File: src/hw/rtl/cmd_pkg.sv
// Shared types and constants for the chunked message deframer.
// No dependencies; imported by chunked_message_deframer.
`default_nettype none

package cmd_pkg;

  localparam int unsigned LEN_W  = 15;
  localparam int unsigned BYTE_W = 8;

  localparam logic [LEN_W-1:0] MAX_LEN_RESET = 15'h7FFF;

  typedef enum logic [1:0] {
    CMD_BYTE  = 2'd0,
    CMD_END   = 2'd1,
    CMD_CLOSE = 2'd2
  } cmd_t;

  typedef enum logic [1:0] {
    ST_OK       = 2'd0,
    ST_OVERSIZE = 2'd1,
    ST_EMPTY    = 2'd2,
    ST_INVALID  = 2'd3
  } status_t;

  typedef enum logic [1:0] {
    PH_HIGH = 2'd0,
    PH_LOW  = 2'd1,
    PH_DATA = 2'd2
  } phase_t;

  typedef struct packed {
    status_t           status;
    logic              message_end;
    logic [BYTE_W-1:0] data;
    logic              data_valid;
  } result_t;

endpackage

`default_nettype wire

File: src/hw/rtl/chunked_message_deframer.sv
// Chunked message deframer on cmd_pkg: header parse, payload pass-through, errors.
// Each accepted beat's result is registered in the output buffer before out_*.
// One beat per cycle while in_tready is high; parser state updates on accept.
// A two-entry output buffer (result register plus skid) keeps in_tready high
// while one finished result waits. rst_n is synchronous and active low; it
// empties the buffer, sets the limit to 32767 and returns to awaiting a header.
`default_nettype none

module chunked_message_deframer (
  input  wire logic                       clk,
  input  wire logic                       rst_n,
  // Input beats.
  input  wire logic                       in_tvalid,
  output logic                            in_tready,
  input  wire logic [7:0]                 in_tdata,   // [7:0] wire_byte
  input  wire logic [1:0]                 in_tuser,   // [1:0] command
  // Result beats.
  output logic                            out_tvalid,
  input  wire logic                       out_tready,
  output logic [7:0]                      out_tdata,  // [7:0] data
  output logic [2:0]                      out_tuser,  // [0] data_valid, [2:1] status
  output logic                            out_tlast,  // message_end
  // Limit register write.
  input  wire logic                       cfg_valid,
  output logic                            cfg_ready,
  input  wire logic [cmd_pkg::LEN_W-1:0]  cfg_data
);

  import cmd_pkg::*;

  logic [LEN_W-1:0]  max_len_r;

  phase_t            phase_r, phase_nxt;
  logic [BYTE_W-1:0] hdr_high_r, hdr_high_nxt;
  logic [LEN_W-1:0]  bytes_left_r, bytes_left_nxt;
  logic              final_r, final_nxt;
  logic              active_r, active_nxt;
  logic              invalid_r, invalid_nxt;
  logic              discard_r, discard_nxt;

  result_t           out_r, skid_r, res;
  logic              out_v_r, skid_v_r;

  logic              accept, out_take;
  cmd_t              cmd;
  logic [BYTE_W-1:0] wbyte;
  logic [LEN_W-1:0]  pkt_len, bl_dec;
  logic              pkt_fin, oversize;

  assign cmd       = cmd_t'(in_tuser);
  assign wbyte     = in_tdata;
  assign in_tready = ~skid_v_r;
  assign accept    = in_tvalid & in_tready;
  assign out_take  = out_v_r & out_tready;
  assign cfg_ready = 1'b1;

  assign pkt_len  = {hdr_high_r[BYTE_W-2:0], wbyte};
  assign pkt_fin  = hdr_high_r[BYTE_W-1];
  assign oversize = pkt_len > max_len_r;
  assign bl_dec   = bytes_left_r - 1'b1;

  // Parser next state.
  always_comb begin
    phase_nxt      = phase_r;
    hdr_high_nxt   = hdr_high_r;
    bytes_left_nxt = bytes_left_r;
    final_nxt      = final_r;
    active_nxt     = active_r;
    invalid_nxt    = invalid_r;
    discard_nxt    = discard_r;
    unique case (cmd)
      CMD_END, CMD_CLOSE: begin
        // While invalid, ending a message drops it outright; a close also
        // clears the invalid flag whether or not a message was open.
        if (invalid_r && (active_r || cmd == CMD_CLOSE)) begin
          active_nxt     = 1'b0;
          final_nxt      = 1'b0;
          discard_nxt    = 1'b0;
          phase_nxt      = PH_HIGH;
          bytes_left_nxt = '0;
          if (cmd == CMD_CLOSE) begin
            invalid_nxt = 1'b0;
          end
        end else if (active_r && !invalid_r) begin
          discard_nxt = 1'b1;
        end
      end
      CMD_BYTE: begin
        if (!invalid_r) begin
          unique case (phase_r)
            PH_HIGH: begin
              hdr_high_nxt = wbyte;
              active_nxt   = 1'b1;
              phase_nxt    = PH_LOW;
            end
            PH_LOW: begin
              active_nxt = 1'b1;
              phase_nxt  = PH_HIGH;
              if (oversize) begin
                invalid_nxt    = 1'b1;
                bytes_left_nxt = '0;
              end else if (pkt_len == '0) begin
                if (pkt_fin) begin
                  active_nxt  = 1'b0;
                  final_nxt   = 1'b0;
                  discard_nxt = 1'b0;
                end else begin
                  invalid_nxt = 1'b1;
                end
                bytes_left_nxt = '0;
              end else begin
                bytes_left_nxt = pkt_len;
                final_nxt      = pkt_fin;
                phase_nxt      = PH_DATA;
              end
            end
            PH_DATA: begin
              bytes_left_nxt = bl_dec;
              if (bl_dec == '0) begin
                phase_nxt = PH_HIGH;
                if (final_r) begin
                  active_nxt  = 1'b0;
                  final_nxt   = 1'b0;
                  discard_nxt = 1'b0;
                end
              end
            end
            default: begin
              phase_nxt = PH_HIGH;
            end
          endcase
        end
      end
      default: begin
      end
    endcase
  end

  // Result for the current beat.
  always_comb begin
    res = '{status: ST_OK, message_end: 1'b0, data: '0, data_valid: 1'b0};
    unique case (cmd)
      CMD_END: begin
        if (invalid_r) begin
          res.status = ST_INVALID;
        end
      end
      CMD_BYTE: begin
        if (invalid_r) begin
          res.status = ST_INVALID;
        end else begin
          unique case (phase_r)
            PH_LOW: begin
              if (oversize) begin
                res.status = ST_OVERSIZE;
              end else if (pkt_len == '0) begin
                if (!pkt_fin) begin
                  res.status = ST_EMPTY;
                end else begin
                  res.message_end = ~discard_r;
                end
              end
            end
            PH_DATA: begin
              if (!discard_r) begin
                res.data_valid  = 1'b1;
                res.data        = wbyte;
                res.message_end = (bl_dec == '0) && final_r;
              end
            end
            default: begin
            end
          endcase
        end
      end
      default: begin
      end
    endcase
  end

  always_ff @(posedge clk) begin
    if (!rst_n) begin
      max_len_r    <= MAX_LEN_RESET;
      phase_r      <= PH_HIGH;
      hdr_high_r   <= '0;
      bytes_left_r <= '0;
      final_r      <= 1'b0;
      active_r     <= 1'b0;
      invalid_r    <= 1'b0;
      discard_r    <= 1'b0;
    end else begin
      if (cfg_valid && cfg_ready) begin
        max_len_r <= cfg_data;
      end
      if (accept) begin
        phase_r      <= phase_nxt;
        hdr_high_r   <= hdr_high_nxt;
        bytes_left_r <= bytes_left_nxt;
        final_r      <= final_nxt;
        active_r     <= active_nxt;
        invalid_r    <= invalid_nxt;
        discard_r    <= discard_nxt;
      end
    end
  end

  // Output register with a skid entry; a new beat lands in the skid only
  // when the result register is still held by the consumer.
  always_ff @(posedge clk) begin
    if (!rst_n) begin
      out_v_r  <= 1'b0;
      skid_v_r <= 1'b0;
    end else begin
      if (skid_v_r) begin
        if (out_take) begin
          out_r    <= skid_r;
          skid_v_r <= 1'b0;
        end
      end else if (accept) begin
        if (!out_v_r || out_take) begin
          out_r   <= res;
          out_v_r <= 1'b1;
        end else begin
          skid_r   <= res;
          skid_v_r <= 1'b1;
        end
      end else if (out_take) begin
        out_v_r <= 1'b0;
      end
    end
  end

  assign out_tvalid = out_v_r;
  assign out_tdata  = out_r.data;
  assign out_tuser  = {out_r.status, out_r.data_valid};
  assign out_tlast  = out_r.message_end;

  a_skid_behind_out: assert property (@(posedge clk) disable iff (!rst_n)
    skid_v_r |-> out_v_r)
    else $error("skid entry holds a beat while the result register is empty");

  a_data_ok: assert property (@(posedge clk) disable iff (!rst_n)
    (out_v_r && (out_r.data_valid || out_r.message_end)) |-> (out_r.status == ST_OK))
    else $error("payload or message end delivered with an error status");

  a_invalid_idle: assert property (@(posedge clk) disable iff (!rst_n)
    invalid_r |-> (phase_r == PH_HIGH && bytes_left_r == '0))
    else $error("parser not parked at a header while the stream is invalid");

  a_discard_active: assert property (@(posedge clk) disable iff (!rst_n)
    discard_r |-> active_r)
    else $error("discarding with no message open");

endmodule

`default_nettype wire
File: config.mk
export PLATFORM = sky130hd
export DESIGN_NAME = chunked_message_deframer
export DESIGN_NICKNAME = d
export VERILOG_FILES = /design/src/hw/rtl/cmd_pkg.sv /design/src/hw/rtl/chunked_message_deframer.sv
export SDC_FILE = /design/constraint.sdc
export NUM_CORES = 1
export LEC_CHECK = 0
export ABC_CLOCK_PERIOD_IN_PS = 2750
export BUFFER_PORTS_ARGS = -buffer_cell sky130_fd_sc_hd__buf_2
export CAP_MARGIN = 5
export CORE_ASPECT_RATIO = 1.75
export CORE_MARGIN = 2
export CORE_UTILIZATION = 53
export DETAILED_ROUTE_END_ITERATION = 10
export MAX_ROUTING_LAYER = met4
export PLACE_DENSITY = 0.76
export SLEW_MARGIN = 20
export SYNTH_ARGS = -nofsm -noshare
export SYNTH_HDL_FRONTEND = slang
export SYNTH_SLANG_ARGS = --single-unit
File: constraint.sdc
create_clock -name clk -period 2.75 [get_ports clk]
set_input_delay 0.55 -clock clk [delete_from_list [all_inputs] [get_ports clk]]
set_output_delay 0.55 -clock clk [all_outputs]
set_load 0.01 [all_outputs]
==> qor.txt, run 1 <==
hold_buf cts - 0
post-synthesis cell type count - 59
post-synthesis compound-gate area fraction - 0.188
Nets - 556
post-synthesis mux area share - 0.0553
Die Wd - 69.9 um
final worst slack - 0.194 ns
Top Ports - 45
Initial DRT Pass Iterations - 4
first-pass GRT wire length - 17,800 um
CP arrival - 2.82 ns
VDD IR max - 0.000374 V
outcome - complete, no violations
combinational power share - 0.098
largest family of logic cells by synthesized area - simple AND/OR/NAND/NOR gates
Psw - 0.633 mW
vias in the first global route - 3,797
GRT Util Overall - 0.276
initial antenna violation count - 0
LEAKAGE - 2.05 nW
worst-margin pin slew - 0.707 ns
drt drc - 0
core area - 0.00746 mm2
TritonCTS clock tree - yes
antenna viol nets, final - 0
Num CTS Buffers - 9
grt met3 use - 0.0533
Mean Syn Cell Area - 9.06 um2
final setup violation count - 0
synth warn - 0
Worst R2R Path Depth - 9
min-delay worst type - in2reg
Post-synth EDFFs - 24
grt ovf - 0
Skew-Pair Late Insertion Delay - 0.34 ns
Mapped Nets - 500
clock group share of total power - 0.492
Final HPWL DP - 7980 um
Int Power - 2.10 mW
Max Cap Viol - 0
Root Buffer - clkbuf_16
Final Max Tran Viols - 0
RSZ-0062 raised after global routing - false
Final period util - 0.929
CP required - 3.01 ns
pin count of the biggest net entering global routing - 30
Synth Area in Adders - 0.0776
drt initial violations - 264
Syn Inst Count - 445
Worst Path Max Fanout - 11
area share of and/or/nand/nor cells after synthesis - 0.205
clock slew at reported path FFs - 0.06 ns
Area growth syn-to-layout - 19.3%
Antenna Cells - 0
Critical Path End Type - flop
starting density of the core - 0.540
Hold Path Stages - 3
XOR/XNOR Fraction of Synth Area - 0.00652
drt total wl - 10,700 um
Post-synth ARST share - 0
clk buf depth - 2
Vias/cell - 6.22
Seq/Total Area, Yosys - 0.407
normalized max-slew margin - 0.527
clock sinks - 70
per-cell routed wire length - 18.0 um
Mapped Area - 0.00403 mm2
via count - 3,692
# Post-CTS Setup Buffers - 0
sequential share of power - 0.410
WS Path Type - reg2reg
crit path launch type - flop
synthesis-stage register bit count - 70
Fmax - 391 MHz
PortBufs - 43
Fillers - 631
RePlAce Congestion - 0.932
most frequent cells in the layout - dfxtp_1, buf_2, nand2_1, buf_4, nor2_1
Final min period - 2.56 ns
share of cells above drive strength 1 - 0.215
Synth Flop Type - dfxtp_1
Vert. Die Dim - 119 um
WHS - 0.422 ns
Post-Place Worst Slack - 0.0926 ns
pwr/cell area - 568 mW/mm2
M2 GR Usage - 0.469
Final Core Density - 0.645
commonest non-fill, non-tap cell in the layout - dfxtp_1
grt met1 use - 0.286
Most Crowded Layer GR - met2
die area - 0.00834 mm2
Fin Setup TNS - 0 ns
skew final - 0.00955 ns
switching power share of the total - 0.232
htree depth - 3
final hold viol count - 0
row count - 42
[sequential cells by signal, indices dropped and copies added (netlist names), 2 cells and up]
signal	cells
max_len_r	15
bytes_left_r	15
hdr_high_r	8
phase_r	2
skid_r	12
out_tdata	8
out_tuser	3
[kinds of logic after synthesis]
kind of cell	Yosys count
compound gates	110
xor+xnor	3
fa+ha+maj	25
buf+inv	58
flops	70
mux	21
other cells	1
simple gates	157
[through the flow]
| step | power (mW) | cells | cell area [um2] |
|---|---|---|---|
| after floorplan | 1.30 | 445 | 4040 |
| after global placement | 1.39 | 578 | 4460 |
| after detailed placement | 1.40 | 578 | 4460 |
| after CTS | 2.74 | 594 | 4810 |
| after global routing | 2.83 | 594 | 4810 |
| final | 2.73 | 594 | 4810 |
[worst paths after layout]
path	startpoint	endpoint	slack, ns
worst max-delay path	bytes_left_r[0]	active_r	0.19
worst min-delay path	cfg_data[12]	max_len_r[12]	0.42
worst max register to register	bytes_left_r[0]	active_r	0.19
worst min register to register	phase_r[0]	phase_r[0]	0.49
[per-layer routing]
metal  wire (um)  part of all wire  up-vias
met4         467             0.044        0
li1            -                 -     1765
met2        5700              0.53      118
met1        4050              0.38     1780
met5           0                 0        -
met3         499             0.047       29
[power by group through the flow]
stage                     Sequential (mW)  Combinational [mW]  Clock (mW)
after floorplan                      1.14               0.162           0
after CTS                            1.12               0.266        1.35
after global placement               1.14               0.253           0
after global routing                 1.12               0.294        1.41
final                                1.12               0.268        1.34
after detailed placement             1.14               0.263           0
[synth_stat cells (all sizes together) (2+ instances only)]
cell | n | area share
a211oi | 4 | 0.0075
a21boi | 3 | 0.0056
a21oi | 27 | 0.034
a2bb2oi | 2 | 0.0043
a31oi | 16 | 0.029
a32o | 2 | 0.0050
and2 | 7 | 0.011
and3 | 2 | 0.0031
and4 | 2 | 0.0043
buf | 6 | 0.010
clkbuf | 22 | 0.020
clkinv | 2 | 0.0019
dfxtp | 46 | 0.23
edfxtp | 24 | 0.18
ha | 25 | 0.078
inv | 28 | 0.026
mux2 | 10 | 0.028
mux2i | 11 | 0.027
nand2 | 39 | 0.036
nand2b | 3 | 0.0047
nand3 | 10 | 0.012
nand3b | 4 | 0.0075
nand4 | 16 | 0.025
nor2 | 29 | 0.027
nor2b | 7 | 0.011
nor3 | 13 | 0.017
nor3b | 2 | 0.0037
nor4 | 11 | 0.017
o2111ai | 3 | 0.0065
o211ai | 17 | 0.032
o21a | 3 | 0.0056
o21ai | 15 | 0.019
o22ai | 2 | 0.0031
o31ai | 7 | 0.020
or3 | 4 | 0.0062
or4 | 4 | 0.0093
xnor2 | 2 | 0.0043
[critical path, stage by stage, from the launching register on]
cell and delay [ns]:
dfxtp_1 0.50, inv_1 0.09, ha_1 0.27, nor2b_2 0.21, buf_4 0.15, nand2_1 0.08, a22oi_1 0.09, or4_4 0.62
o31ai_4 0.26, mux2i_1 0.21
[layout make-up]
| class | count | area, um2 | area share |
|---|---|---|---|
| clock buffer | 9 | 225 | 0.0468 |
| clock inverter | 7 | 119 | 0.0247 |
| inverter | 30 | 113 | 0.0234 |
| multi-input combinational | 317 | 2160 | 0.449 |
| sequential | 70 | 1640 | 0.341 |
| tap | 88 | 110 | 0.0229 |
| timing repair buffer | 73 | 440 | 0.0916 |
[what timing repair did]
item,CTS,global route
endpoints found under the hold margin,0,0
setup endpoints to repair,0,4
resized for setup,0,1
Note: power is estimated with default switching activity, not from simulation.
==> run 2, diff against run 1 <==
Settings changed: ABC_CLOCK_PERIOD_IN_PS 2750 to 3000, CORE_MARGIN 2 to unset, CORE_UTILIZATION 53 to 60, PLACE_DENSITY 0.76 to 0.81.
Clock period 2.75 ns to 3 ns, I/O delays scaled along.
==> run 2 against run 1 <==
Compared with the run above:
- final area decreased by 2.7%
- clock skew decreased by 0.0018 ns
- non-clock buffer count decreased by 10
- sequential share of layout area is 0.95 points higher
- sequential cell count stayed put
- power is 14% lower
- maximum frequency shrank 5.6%
- cell count is 2.7% lower
- count of clock-buffer cells in the layout increased by 1
- die area shrank 15%
- critical path type unchanged
==> qor.txt, run 2 (synthesis results as in run 1) <==
top flop regs - bytes_left_r x15, max_len_r x15, skid_r x12
PortBufs - 43
vias in the first global route - 3,699
clock group share of total power - 0.460
Worst Path Max Fanout - 7
clock sinks - 70
clock slew at reported path FFs - 0.06 ns
most frequent cells in the layout - dfxtp_1, buf_2, nand2_1, nor2_1, inv_1
Vias/cell - 6.48
RSZ-0062 raised after global routing - false
Fin Setup TNS - 0 ns
row count - 39
first-pass GRT wire length - 18,400 um
commonest non-fill, non-tap cell in the layout - dfxtp_1
core area - 0.00649 mm2
Root Buffer - clkbuf_16
Final HPWL DP - 7860 um
pin count of the biggest net entering global routing - 30
Pwr Total - 2.35 mW
Final min period - 2.71 ns
antenna viol nets, final - 0
GRT Util Overall - 0.354
CP required - 3.21 ns
RePlAce Congestion - 0.925
drt initial violations - 398
Int Power - 1.75 mW
worst-path cell chain - inv_1 -> ha_1 -> nor2b_1 -> and4_1 -> o2111ai_1 -> or4_4 -> a31oi_1 -> o221ai_1
Vert. Die Dim - 110 um
clk buf depth - 2
Critical Path End Type - flop
Max Cap Viol - 0
Area growth syn-to-layout - 16.1%
Top Ports - 45
per-cell routed wire length - 19.5 um
Final Core Density - 0.721
worst-margin pin slew - 0.732 ns
skew final - 0.00777 ns
post-route design area - 0.00468 mm2
LEAKAGE - 1.99 nW
combinational power share - 0.102
Initial DRT Pass Iterations - 5
DP Area - 0.00438 mm2
CP arrival - 2.92 ns
# Post-CTS Setup Buffers - 0
TritonCTS clock tree - yes
hold_buf cts - 0
Antenna Cells - 0
pwr/cell area - 501 mW/mm2
R2R setup slack - 0.29 ns
crit path launch type - flop
Final period util - 0.902
Nets - 546
final worst slack - 0.294 ns
Num CTS Buffers - 9
final hold viol count - 0
share of cells above drive strength 1 - 0.198
Skew-Pair Late Insertion Delay - 0.34 ns
Fmax - 370 MHz
WS Path Type - reg2reg
Final Max Tran Viols - 0
CTS resizes - 0
Psw - 0.592 mW
htree depth - 3
switching power share of the total - 0.252
initial antenna violation count - 0
outcome - complete, no violations
CP max-delay cell - or4_4
VDD IR max - 0.000435 V
Fillers - 480
drt total wl - 11,300 um
Die Wd - 64.0 um
Post-Place Worst Slack - 0.186 ns
starting density of the core - 0.621
drt drc - 0
grt ovf - 0
final setup violation count - 0
Crit path largest cell delay - 0.62 ns
normalized max-slew margin - 0.510
via count - 3,744
min-delay worst type - reg2reg
sequential share of power - 0.438
die area - 0.00706 mm2
==> run 2: cell types whose count changed in the layout (fill, tap and decap cells not counted), sizes merged <==
cell / before / now
buf: 73 / 63
bufinv: 3 / 1
clkinv: 3 / 5
clkbuf: 9 / 10
clkinvlp: 1 / 0
==> run 2: worst paths after layout <==
check                                startpoint         end  cells after the start
worst max register to register  bytes_left_r[1]   discard_r                      8
worst max-delay path            bytes_left_r[1]   discard_r                      8
worst min register to register       phase_r[1]  phase_r[1]                      2
worst min-delay path                 phase_r[1]  phase_r[1]                      2
==> run 2: final cells by class <==
type / instances / area, um2 / share of cell area
repair buffers: 63 / 365 / 0.0781
inverters: 30 / 113 / 0.0241
clock inverters: 6 / 70.1 / 0.0150
clock buffers: 10 / 229 / 0.0489
well taps: 82 / 103 / 0.0219
multi-input cells: 317 / 2160 / 0.461
flip-flops and latches: 70 / 1640 / 0.351
==> run 2: through the flow <==
step	std cells	hold WS [ns]
floorplan	445	0.446
global placement	562	0.466
detailed placement	562	0.480
CTS	578	0.478
global route	578	0.485
finish	578	0.478
==> run 2: critical path, delay by kind of cell, from the launching register on <==
| kind | cells | cell delay (ns) |
|---|---|---|
| flops | 1 | 0.31 |
| fa+ha+maj | 1 | 0.26 |
| buf+inv | 1 | 0.07 |
| simple gates | 3 | 1.30 |
| compound gates | 3 | 0.63 |
==> run 2: metal layers <==
metal / up-vias / global-route usage / wire length (um)
met5: - / - / 0
met3: 49 / 0.0527 / 636
met1: 1752 / 0.377 / 4090
met4: 0 / 0.236 / 665
met2: 200 / 0.591 / 5900
li1: 1743 / - / -
==> run 2: power groups by stage <==
| stage | Clock (mW) | Combinational, mW | Sequential, mW |
|---|---|---|---|
| 5_1_grt | 1.11 | 0.264 | 1.03 |
| 4_1_cts | 1.08 | 0.235 | 1.03 |
| 3_3_place_gp | 0 | 0.220 | 1.04 |
| 3_5_place_dp | 0 | 0.231 | 1.05 |
| 6_report | 1.08 | 0.240 | 1.03 |
| 2_1_floorplan | 0 | 0.148 | 1.04 |
